## config.mk

```make
export PLATFORM = sky130hd
export DESIGN_NAME = multi_quadrature_decoder_velocity_unit
export DESIGN_NICKNAME = d
export VERILOG_FILES = /design/src/rtl/mqdv_pkg.sv /design/src/rtl/multi_quadrature_decoder_velocity_unit.sv /design/src/rtl/mqdv_front.sv /design/src/rtl/mqdv_divider.sv /design/src/rtl/mqdv_back.sv
export SDC_FILE = /design/constraint.sdc
export NUM_CORES = 2
export LEC_CHECK = 0
export BUFFER_PORTS_ARGS = -buffer_cell sky130_fd_sc_hd__buf_2
export CAP_MARGIN = 0
export CORE_UTILIZATION = 50
export CTS_BUF_LIST = sky130_fd_sc_hd__clkbuf_8 sky130_fd_sc_hd__clkbuf_16
export CTS_CLUSTER_DIAMETER = 50
export DETAILED_ROUTE_END_ITERATION = 6
export HOLD_SLACK_MARGIN = 0.05
export MAX_ROUTING_LAYER = met4
export PLACE_DENSITY = 0.78
export SYNTH_ARGS = -nofsm -noshare
export SYNTH_HDL_FRONTEND = slang
export SYNTH_SLANG_ARGS = --single-unit
export TNS_END_PERCENT = 30
```

## constraint.sdc

```tcl
create_clock -name clk -period 10.9 [get_ports clk]
set_input_delay 1.09 -clock clk [delete_from_list [all_inputs] [get_ports clk]]
set_output_delay 1.09 -clock clk [all_outputs]
set_load 0.05 [all_outputs]
```

## src/rtl/mqdv_pkg.sv

```systemverilog
// ----------------------------------------------------------------------------
// mqdv_pkg - shared types and constants
// Item structs, action codes and the quadrature step table.
// ----------------------------------------------------------------------------
package mqdv_pkg;

	typedef enum logic [2:0] {
		ACT_SAMPLE  = 3'd0,
		ACT_TICK    = 3'd1,
		ACT_RESET   = 3'd2,
		ACT_READ    = 3'd3,
		ACT_PRELOAD = 3'd4
	} action_t;

	typedef struct packed {
		logic [2:0]  action;
		logic [7:0]  encoder_id;
		logic [1:0]  phase_state;
		logic [31:0] time_us;
	} in_item_t;

	typedef struct packed {
		logic signed [31:0] position;
		logic signed [31:0] speed;
	} out_item_t;

	// queued command between front and back
	typedef struct packed {
		action_t     action;
		logic        id_ok;
		logic [7:0]  encoder_id;
		logic [1:0]  phase_state;
		logic [31:0] time_us;
	} cmd_t;

	typedef enum logic [2:0] {
		BK_IDLE, BK_SCAN, BK_MUL, BK_DIV, BK_WRITE
	} bk_state_t;

	localparam logic [31:0] WINDOW_RESET      = 32'd10000;
	localparam logic [19:0] MICROS_PER_SECOND = 20'd1000000;
	localparam int unsigned QUEUE_DEPTH       = 2;

	// step from previous phase (row) and new phase (column)
	function automatic logic [1:0] step_lut(input logic [1:0] prev, input logic [1:0] cur);
		logic [1:0] r;
		r = 2'b00;
		case ({prev, cur})
			4'b0001: r = 2'b11;
			4'b0010: r = 2'b01;
			4'b0100: r = 2'b01;
			4'b0111: r = 2'b11;
			4'b1000: r = 2'b11;
			4'b1011: r = 2'b01;
			4'b1101: r = 2'b01;
			4'b1110: r = 2'b11;
			default: r = 2'b00;
		endcase
		return r;
	endfunction

endpackage

```

## src/rtl/multi_quadrature_decoder_velocity_unit.sv

```systemverilog
// ----------------------------------------------------------------------------
// multi_quadrature_decoder_velocity_unit - quadrature position and velocity
// Tracks count and speed for a bank of quadrature encoders.
// ----------------------------------------------------------------------------
// Channel   Handshake          Payload
// in        start / busy       in_item (action, encoder_id, phase_state, time_us)
// out       done strobe        result (position, speed)
// cfg       window_we          window_wdata (window_us)
//
// Sample, reset, preload and read are applied when the back end pops them; a read
// result strobes in the cycle after the item leaves the two-entry queue.
// A tick sweeps the encoders in turn: an encoder not due is scanned and skipped;
// one that is due goes through the product stage, the shared bit-serial divider and a write.
// busy rises only when the queue is full. Reset is asynchronous; the results
// cannot be held off.
// ----------------------------------------------------------------------------
module multi_quadrature_decoder_velocity_unit #(
	parameter int unsigned ENCODER_COUNT = 12
) (
	input  logic                clk,
	input  logic                arst_n,
	input  logic                start,
	output logic                busy,
	input  mqdv_pkg::in_item_t  in_item,
	output logic                done,
	output mqdv_pkg::out_item_t result,
	input  logic                window_we,
	input  logic [31:0]         window_wdata
);
	mqdv_pkg::cmd_t cmd;
	logic           cmd_valid, cmd_pop;

	mqdv_front #(.ENCODER_COUNT(ENCODER_COUNT)) u_front (
		.clk(clk), .arst_n(arst_n), .start(start), .in_item(in_item),
		.busy(busy), .cmd(cmd), .cmd_valid(cmd_valid), .cmd_pop(cmd_pop)
	);

	mqdv_back #(.ENCODER_COUNT(ENCODER_COUNT)) u_back (
		.clk(clk), .arst_n(arst_n), .cfg_we(window_we), .cfg_wdata(window_wdata),
		.cmd(cmd), .cmd_valid(cmd_valid), .cmd_pop(cmd_pop),
		.done(done), .result(result)
	);

endmodule

```

## src/rtl/mqdv_front.sv

```systemverilog
// ----------------------------------------------------------------------------
// mqdv_front - command intake
// Classifies each item, checks the encoder id and queues it for the back end.
// ----------------------------------------------------------------------------
module mqdv_front #(
	parameter int unsigned ENCODER_COUNT = 12
) (
	input  logic              clk,
	input  logic              arst_n,
	input  logic              start,
	input  mqdv_pkg::in_item_t in_item,
	output logic              busy,
	output mqdv_pkg::cmd_t    cmd,
	output logic              cmd_valid,
	input  logic              cmd_pop
);
	localparam int unsigned QD = mqdv_pkg::QUEUE_DEPTH;

	mqdv_pkg::cmd_t queue_q [QD];
	logic [1:0]     count_q;
	logic           wr_ptr_q, rd_ptr_q;
	logic           push;
	mqdv_pkg::cmd_t new_cmd;

	// classify the item
	always_comb begin
		new_cmd.action      = mqdv_pkg::action_t'(in_item.action);
		new_cmd.id_ok       = {24'd0, in_item.encoder_id} < ENCODER_COUNT;
		new_cmd.encoder_id  = in_item.encoder_id;
		new_cmd.phase_state = in_item.phase_state;
		new_cmd.time_us     = in_item.time_us;
	end

	assign busy      = (count_q == 2'(QD));
	assign push      = start && !busy;
	assign cmd_valid = (count_q != 2'd0);
	assign cmd       = queue_q[rd_ptr_q];

	// queue storage
	always_ff @(posedge clk) begin
		if (push) queue_q[wr_ptr_q] <= new_cmd;
	end

	// queue pointers
	always_ff @(posedge clk or negedge arst_n) begin
		if (!arst_n) begin
			count_q  <= 2'd0;
			wr_ptr_q <= 1'b0;
			rd_ptr_q <= 1'b0;
		end else begin
			if (push) wr_ptr_q <= !wr_ptr_q;
			if (cmd_pop) rd_ptr_q <= !rd_ptr_q;
			count_q <= count_q + 2'(push) - 2'(cmd_pop);
		end
	end

	a_no_overflow: assert property (@(posedge clk) disable iff (!arst_n)
		count_q <= 2'(QD)) else $error("queue overflow");
	a_pop_valid: assert property (@(posedge clk) disable iff (!arst_n)
		cmd_pop |-> cmd_valid) else $error("pop from empty queue");
	a_count_track: assert property (@(posedge clk) disable iff (!arst_n)
		(push && !cmd_pop) |=> count_q == $past(count_q) + 2'd1) else $error("count slip");

endmodule

```

## src/rtl/mqdv_divider.sv

```systemverilog
// ----------------------------------------------------------------------------
// mqdv_divider - unsigned restoring divider
// 52-bit dividend by 32-bit divisor, one quotient bit per cycle.
// ----------------------------------------------------------------------------
module mqdv_divider (
	input  logic        clk,
	input  logic        arst_n,
	input  logic        go,
	input  logic [51:0] dividend,
	input  logic [31:0] divisor,
	output logic        done,
	output logic [51:0] quotient
);
	logic [51:0] quo_q;
	logic [32:0] rem_q;
	logic [31:0] dvs_q;
	logic [5:0]  cnt_q;
	logic        run_q;
	logic [32:0] trial;
	logic [32:0] shifted;

	assign shifted  = {rem_q[31:0], quo_q[51]};
	assign trial    = shifted - {1'b0, dvs_q};
	assign quotient = quo_q;

	// one quotient bit a cycle
	always_ff @(posedge clk or negedge arst_n) begin
		if (!arst_n) begin
			run_q <= 1'b0;
			cnt_q <= 6'd0;
			done  <= 1'b0;
		end else begin
			done <= run_q && !go && (cnt_q == 6'd51);
			if (go) begin
				run_q <= 1'b1;
				cnt_q <= 6'd0;
			end else if (run_q) begin
				cnt_q <= cnt_q + 6'd1;
				if (cnt_q == 6'd51) begin
					run_q <= 1'b0;
				end
			end
		end
	end

	always_ff @(posedge clk) begin
		if (go) begin
			quo_q <= dividend;
			rem_q <= 33'd0;
			dvs_q <= divisor;
		end else if (run_q) begin
			if (!trial[32]) begin
				rem_q <= trial;
				quo_q <= {quo_q[50:0], 1'b1};
			end else begin
				rem_q <= shifted;
				quo_q <= {quo_q[50:0], 1'b0};
			end
		end
	end

endmodule

```

## src/rtl/mqdv_back.sv

```systemverilog
// ----------------------------------------------------------------------------
// mqdv_back - per-encoder state and command execution
// Applies samples, resets, preloads and reads; ticks sweep the bank and
// compute velocity through the shared multiply and divider.
// ----------------------------------------------------------------------------
module mqdv_back #(
	parameter int unsigned ENCODER_COUNT = 12
) (
	input  logic              clk,
	input  logic              arst_n,
	input  logic              cfg_we,
	input  logic [31:0]       cfg_wdata,
	input  mqdv_pkg::cmd_t    cmd,
	input  logic              cmd_valid,
	output logic              cmd_pop,
	output logic              done,
	output mqdv_pkg::out_item_t result
);
	localparam int unsigned IW = (ENCODER_COUNT > 1) ? $clog2(ENCODER_COUNT) : 1;

	logic [31:0] window_q;
	logic [31:0] pos_q  [ENCODER_COUNT];
	logic [1:0]  prev_q [ENCODER_COUNT];
	logic [31:0] vel_q  [ENCODER_COUNT];
	logic [31:0] cw_q   [ENCODER_COUNT];
	logic [31:0] tw_q   [ENCODER_COUNT];

	mqdv_pkg::bk_state_t state_q, state_d;
	logic [IW-1:0] k_q;
	logic [31:0]   now_q, elapsed_q;
	logic [31:0]   dc_mag_s1;
	logic          neg_s1;
	logic [51:0]   prod;
	logic          div_go, div_done;
	logic [51:0]   quo;
	logic [IW-1:0] id;
	logic [1:0]    stp;
	logic [31:0]   win, elapsed_k, dc_k, sat_v;

	assign id        = cmd.encoder_id[IW-1:0];
	assign win       = (window_q == 32'd0) ? 32'd1 : window_q;
	assign elapsed_k = now_q - tw_q[k_q];
	assign dc_k      = pos_q[k_q] - cw_q[k_q];
	assign div_go    = (state_q == mqdv_pkg::BK_MUL);
	assign stp       = mqdv_pkg::step_lut(prev_q[id], cmd.phase_state);

	// product of the latched magnitude, taken by the divider as it starts
	assign prod = 52'(dc_mag_s1) * 52'(mqdv_pkg::MICROS_PER_SECOND);

	mqdv_divider u_div (
		.clk(clk), .arst_n(arst_n), .go(div_go),
		.dividend(prod), .divisor(elapsed_q),
		.done(div_done), .quotient(quo)
	);

	// saturate the magnitude, then apply the sign
	always_comb begin
		if (neg_s1) begin
			sat_v = (quo > 52'h80000000) ? 32'h80000000 : (32'd0 - quo[31:0]);
		end else begin
			sat_v = (quo > 52'h7FFFFFFF) ? 32'h7FFFFFFF : quo[31:0];
		end
	end

	// sequencer
	always_comb begin
		state_d = state_q;
		cmd_pop = 1'b0;
		case (state_q)
			mqdv_pkg::BK_IDLE: begin
				if (cmd_valid) begin
					cmd_pop = 1'b1;
					if (cmd.action == mqdv_pkg::ACT_TICK) state_d = mqdv_pkg::BK_SCAN;
				end
			end
			mqdv_pkg::BK_SCAN: begin
				if (elapsed_k >= win) state_d = mqdv_pkg::BK_MUL;
				else if (32'(k_q) == ENCODER_COUNT - 1) state_d = mqdv_pkg::BK_IDLE;
			end
			mqdv_pkg::BK_MUL:   state_d = mqdv_pkg::BK_DIV;
			mqdv_pkg::BK_DIV:   if (div_done) state_d = mqdv_pkg::BK_WRITE;
			mqdv_pkg::BK_WRITE: begin
				if (32'(k_q) == ENCODER_COUNT - 1) state_d = mqdv_pkg::BK_IDLE;
				else state_d = mqdv_pkg::BK_SCAN;
			end
			default: state_d = mqdv_pkg::BK_IDLE;
		endcase
	end

	// control registers
	always_ff @(posedge clk or negedge arst_n) begin
		if (!arst_n) begin
			state_q  <= mqdv_pkg::BK_IDLE;
			window_q <= mqdv_pkg::WINDOW_RESET;
			k_q      <= '0;
			done     <= 1'b0;
		end else begin
			state_q <= state_d;
			if (cfg_we) window_q <= cfg_wdata;
			done <= cmd_pop && cmd.action == mqdv_pkg::ACT_READ;
			if (state_q == mqdv_pkg::BK_IDLE) k_q <= '0;
			else if ((state_q == mqdv_pkg::BK_SCAN && elapsed_k < win) ||
				state_q == mqdv_pkg::BK_WRITE) k_q <= k_q + 1'b1;
		end
	end

	// velocity datapath: magnitude of count delta, elapsed latch, command time, read result
	always_ff @(posedge clk) begin
		if (cmd_pop) now_q <= cmd.time_us;
		if (state_q == mqdv_pkg::BK_SCAN) begin
			neg_s1    <= dc_k[31];
			dc_mag_s1 <= dc_k[31] ? (32'd0 - dc_k) : dc_k;
			elapsed_q <= elapsed_k;
		end
		if (cmd_pop && cmd.action == mqdv_pkg::ACT_READ) begin
			result.position <= cmd.id_ok ? pos_q[id] : 32'd0;
			result.speed    <= cmd.id_ok ? vel_q[id] : 32'd0;
		end
	end

	// per-encoder state
	always_ff @(posedge clk or negedge arst_n) begin
		if (!arst_n) begin
			for (int i = 0; i < ENCODER_COUNT; i++) begin
				pos_q[i] <= '0; prev_q[i] <= '0; vel_q[i] <= '0;
				cw_q[i] <= '0; tw_q[i] <= '0;
			end
		end else begin
			if (cmd_pop && cmd.id_ok) begin
				case (cmd.action)
					mqdv_pkg::ACT_SAMPLE: begin
						pos_q[id]  <= pos_q[id] + {{30{stp[1]}}, stp};
						prev_q[id] <= cmd.phase_state;
					end
					mqdv_pkg::ACT_RESET: begin
						pos_q[id] <= '0;
						cw_q[id]  <= '0;
					end
					mqdv_pkg::ACT_PRELOAD: prev_q[id] <= cmd.phase_state;
					default: ;
				endcase
			end
			if (state_q == mqdv_pkg::BK_WRITE) begin
				vel_q[k_q] <= sat_v;
				cw_q[k_q]  <= pos_q[k_q];
				tw_q[k_q]  <= now_q;
			end
		end
	end

	a_pop_idle: assert property (@(posedge clk) disable iff (!arst_n)
		cmd_pop |-> state_q == mqdv_pkg::BK_IDLE) else $error("pop while busy");
	a_done_read: assert property (@(posedge clk) disable iff (!arst_n)
		done |-> $past(cmd.action) == mqdv_pkg::ACT_READ) else $error("spurious result");
	a_div_wait: assert property (@(posedge clk) disable iff (!arst_n)
		div_go |=> state_q == mqdv_pkg::BK_DIV) else $error("divider start slip");

endmodule
```

==> results.md <==
Run status:
- The run finished with clean final reports.

Final layout:
- In the final layout, the share of cells above drive strength 1 is 0.141.
- The number of nets at the end of the flow is 9917.
- The layout has 16124 filler cells.
- The sequential cells in the finished layout cover a total of 50800 um^2.
- The multi-input combinational cells in the finished layout cover a total of 48000 um^2.
- The layout overhead on the synthesized area is 10.4%.

Setup path:
- STA classifies the critical path startpoint as a flop.
- The setup path with the least slack is of type reg2reg.
- The critical path goes through buf_4, mux2_8, buf_4, buf_4, mux4_2, mux2i_1, o21ai_0, ha_1, and3_1, o21a_1, o31ai_1, a311oi_1, a211o_1, nand4_1, a21bo_2, a211oi_1, o21ai_0.
- STA puts the critical path data arrival time at 8.52 ns.
- The launching point of the worst reg2reg path is u_front.rd_ptr_q.
- In this run the worst setup path begins at u_front.rd_ptr_q.
- STA puts the critical path data required time at 11.63 ns.
- Counting cells, the worst reg-to-reg path comes to 17.
- Together, buffers and inverters on the worst path number 3.
- The worst setup path is captured at a flop.
- Across all register-to-register paths, the minimum setup slack is 3.11 ns.
- The delay contributed by the slowest stage of the critical path is 1.01 ns.
- The cell type with the highest occurrence count on the critical path is buf_4.
- The worst setup path endpoint is u_back.pos_q[350].
- The critical path runs through a total of 17 cells.
- The critical-path maximum fanout is 62.
- Among cell families on the critical path, the largest total delay comes from compound AO/OA/AOI/OAI gates.
- The end of the worst register-to-register path is u_back.pos_q[350].
- The slowest stage of the critical path is the a211oi_1 cell.

Routing:
- Summed over all layers, the routed wires come to 297000 um.
- The residual antenna-violating net count after detailed routing is 0.
- For this run, design rule violations remaining after detail routing come to 0.
- The mean number of vias per cell is 6.39.
- Across all layers, the routed design uses 78195 vias.
- The number of iterations in the first detailed-routing pass is 6.
- The routed wirelength normalized by instance count is 24.3 um.
- The first routing iteration left 9370 violations.

Global routing:
- The total routing resource utilization after global routing is 0.297.
- The number of global-route vias before repair came to 79305.
- The first-pass GRT wire length is 462000 um.
- Entering global routing, the biggest net connects 202 pins.
- The number of antenna violations at the first check in global routing came to 5.
- The total overflow reported by the global router is 0.

Run:
- Max-cap violations in this run came to 0.

Clocking:
- The clock tree synthesis step divided the H-tree into 4 levels.
- The post-CTS resize count is 0.
- Clock-pin slew was measured on the worst setup and hold paths at 0.07 ns.
- The CTS buffer count is 212.
- CTS saw 1973 sinks.
- Buffers inserted to repair hold after CTS numbered 0.
- The TritonCTS clock tree is yes.
- The clock tree buffer depth is 3.
- The number of buffers added for setup after CTS is 0.
- Clock latency on the worst-skew pair, taken at its later pin, is 0.91 ns.
- In this run the clock root is driven by a clkbuf_16.

Die:
- The die area is 207000 um^2.
- The die extent in y is 455 um.
- The width of the die is 455 um.
- The placeable core region is 203000 um^2.
- The initial utilization of the core area, before any placement, comes to 0.505.
- The number of cell rows is 165.
- In this run the count of I/O pins placed on the die edge is 147.

Synthesis:
- Counting flops and latches in the post-synthesis netlist gives 1973.
- The synthesized netlist occupies a cell area of 102000 um^2.
- The average cell area after synthesis is 10.7 um^2.
- The Yosys step of the flow raised 0 warnings.
- Counting flops with a built-in enable in the synthesized netlist gives 323.
- Among all flip-flop cells after synthesis, the most frequent one is dfrtp_1.
- For this run, asynchronously set or reset flops after synthesis account for 0.817.
- Synthesis produced 9538 cells.
- The count of cell types in the netlist is 89.
- The portion of the post-synthesis area used by sequential elements is 0.496.
- Counting every net in the synthesized netlist gives 10081.

Placed design:
- Routability-driven placement finished with a final weighted congestion of 0.972.
- The count of buffers inserted at the top-level ports is 146.
- The half-perimeter wire length after placement is 183000 um.

Timing:
- After layout, the minimum clock period comes to 7.79 ns.
- At the pin with the least slew margin, the transition time is 1.33 ns.
- The relative max-transition margin is 0.108.
- The final clock skew is 0.0806 ns.
- The count of pins over their slew limit came to 0.
- The final-layout setup total negative slack is 0 ns.
- Of the available clock period, the critical path in the final layout requires 0.715.
- Setup repair after global routing left no endpoint under its margin.
- The final-report hold violation count is 0.
- Setup violations remaining at the end of the flow were counted as 0.
- The highest clock frequency the design can meet is 128 MHz.

Worst hold path:
- The type of the worst min-delay path is in2async.
[worst register-to-register path, cell delays in order, from the launching register on]
cell,delay [ns]
dfrtp_4,0.47
buf_4,0.61
mux2_8,0.75
buf_4,0.62
buf_4,0.70
mux4_2,0.44
mux2i_1,0.18
o21ai_0,0.24
ha_1,0.45
and3_1,0.25
o21a_1,0.14
o31ai_1,0.10
a311oi_1,0.67
a211o_1,0.35
nand4_1,0.12
a21bo_2,0.24
a211oi_1,1.01
o21ai_0,0.27
[sequential cells by signal (all words and copies together), names as in the netlist, 2 cells and up]
| name | flops |
|---|---|
| u_back.dc_mag_s1 | 32 |
| u_back.k_q | 4 |
| u_back.now_q | 32 |
| u_back.u_div.rem_q | 32 |
| u_back.prev_q | 24 |
| u_back.state_q | 3 |
| u_back.result | 64 |
| u_front.count_q | 2 |
| u_back.vel_q | 384 |
| u_back.cw_q | 384 |
| u_back.elapsed_q | 32 |
| u_back.tw_q | 384 |
| u_back.u_div.quotient | 52 |
| u_back.u_div.dvs_q | 32 |
| u_front.queue_q | 84 |
| u_back.window_q | 32 |
| u_back.pos_q | 384 |
| u_back.u_div.cnt_q | 6 |
[worst min-delay path by stage]
stage                         startpoint                      to  slack, ns  depth (start not counted)
finish                            arst_n       u_back.vel_q[280]       0.17                          1
floorplan            u_back.elapsed_q[0]   u_back.u_div.dvs_q[0]       0.40                          0
CTS                               arst_n        u_back.vel_q[57]       0.18                          1
global placement     u_back.elapsed_q[5]   u_back.u_div.dvs_q[5]       0.40                          0
global route                      arst_n        u_back.vel_q[57]       0.22                          1
detailed placement  u_back.elapsed_q[15]  u_back.u_div.dvs_q[15]       0.40                          0
[synth_stat cells (11+ instances only)]
master    count  area share
a211oi_1     34      0.0025
a21boi_0     13     0.00095
a21o_1       87      0.0064
a21oi_1     357       0.017
a22o_1      414       0.035
a311oi_1     11     0.00094
a31oi_1      33      0.0020
and2_1       53      0.0032
and3_1       33      0.0020
buf_1        71      0.0026
buf_2        25      0.0012
clkbuf_1    578       0.021
dfrtp_1    1607        0.39
dfxtp_1      38      0.0074
edfxtp_1    323       0.095
fa_1        139       0.027
ha_1        323       0.039
inv_1       361       0.013
mux2_2       40      0.0044
mux2i_1     171       0.017
mux4_2      486        0.11
nand2_1    2228       0.082
nand2b_1     39      0.0024
nand3_1      97      0.0047
nand4_1      31      0.0019
nor2_1      317       0.012
nor2b_1      26      0.0016
nor3_1       51      0.0025
nor3b_1      15      0.0011
nor4_1       26      0.0016
o211ai_1     23      0.0017
o21a_1       30      0.0022
o21ai_0     831       0.041
o21ai_1     145      0.0071
o21ai_2      50      0.0043
o21bai_1     24      0.0018
o31ai_1      44      0.0032
or3_1        28      0.0017
or4_1        13     0.00095
xnor2_1     100      0.0086
xor2_1       62      0.0053
[cells by family (layout without fill, tap and decap cells)]
kind of cell | count (synthesis) | count (layout) | share of synthesized area
other cells | 0 | 2 | 0
compound gates | 2189 | 2189 | 0.135
buf+inv | 1049 | 1066 | 0.0395
mux | 697 | 697 | 0.128
xor+xnor | 162 | 162 | 0.0139
fa+ha+maj | 462 | 462 | 0.0666
flops | 1973 | 1973 | 0.496
simple gates | 3006 | 3006 | 0.121
[through the flow]
stage | util | std cells | cell area (um^2) | setup WS, ns | hold slack (ns)
after floorplan | - | 9538 | 102000 | 1.92 | 0.400
after global placement | 0.521 | 11832 | 106000 | 3.40 | 0.402
after detailed placement | 0.521 | 11832 | 106000 | 3.23 | 0.405
after CTS | 0.557 | 12227 | 113000 | 3.21 | 0.182
after global routing | 0.557 | 12228 | 113000 | 2.71 | 0.225
final | 0.557 | 12229 | 113000 | 3.11 | 0.174
[layout by cell type (no fill, tap or decap), drive strengths merged, types with 13 or more instances in the layout]
cell type,count
nand2,2228
dfrtp,1607
o21ai,1026
mux4,486
inv,425
a22o,414
a21oi,357
ha,323
edfxtp,323
nor2,317
buf,307
clkbuf,249
mux2i,171
fa,139
xnor2,100
nand3,97
a21o,87
xor2,62
clkinv,57
and2,53
nor3,51
o31ai,47
mux2,40
nand2b,39
dfxtp,38
a211oi,34
a31oi,33
and3,33
nand4,32
o21a,30
or3,29
nor4,28
nor2b,26
o21bai,24
o211ai,23
bufinv,19
nor3b,18
a21boi,13
or4,13
[cell type report]
type / count / area share
Sequential cell: 1973 / 0.449
Tap cell: 2672 / 0.0296
Timing Repair Buffer: 307 / 0.0186
Clock buffer: 249 / 0.0518
Multi-Input combinational cell: 6516 / 0.424
Antenna cell: 2 / 0.0000443
Clock inverter: 146 / 0.0141
Inverter: 364 / 0.0121
[routing by layer]
layer | share of wire | track usage | routed length (um)
met4 | 0.055 | 0.150 | 16200
met5 | 0 | - | 0
met1 | 0.38 | 0.374 | 112000
met3 | 0.10 | 0.0669 | 30400
met2 | 0.47 | 0.453 | 138000
Power is not shown: default switching activity piles up to over one toggle a cycle in this logic, so the estimate is an artifact.
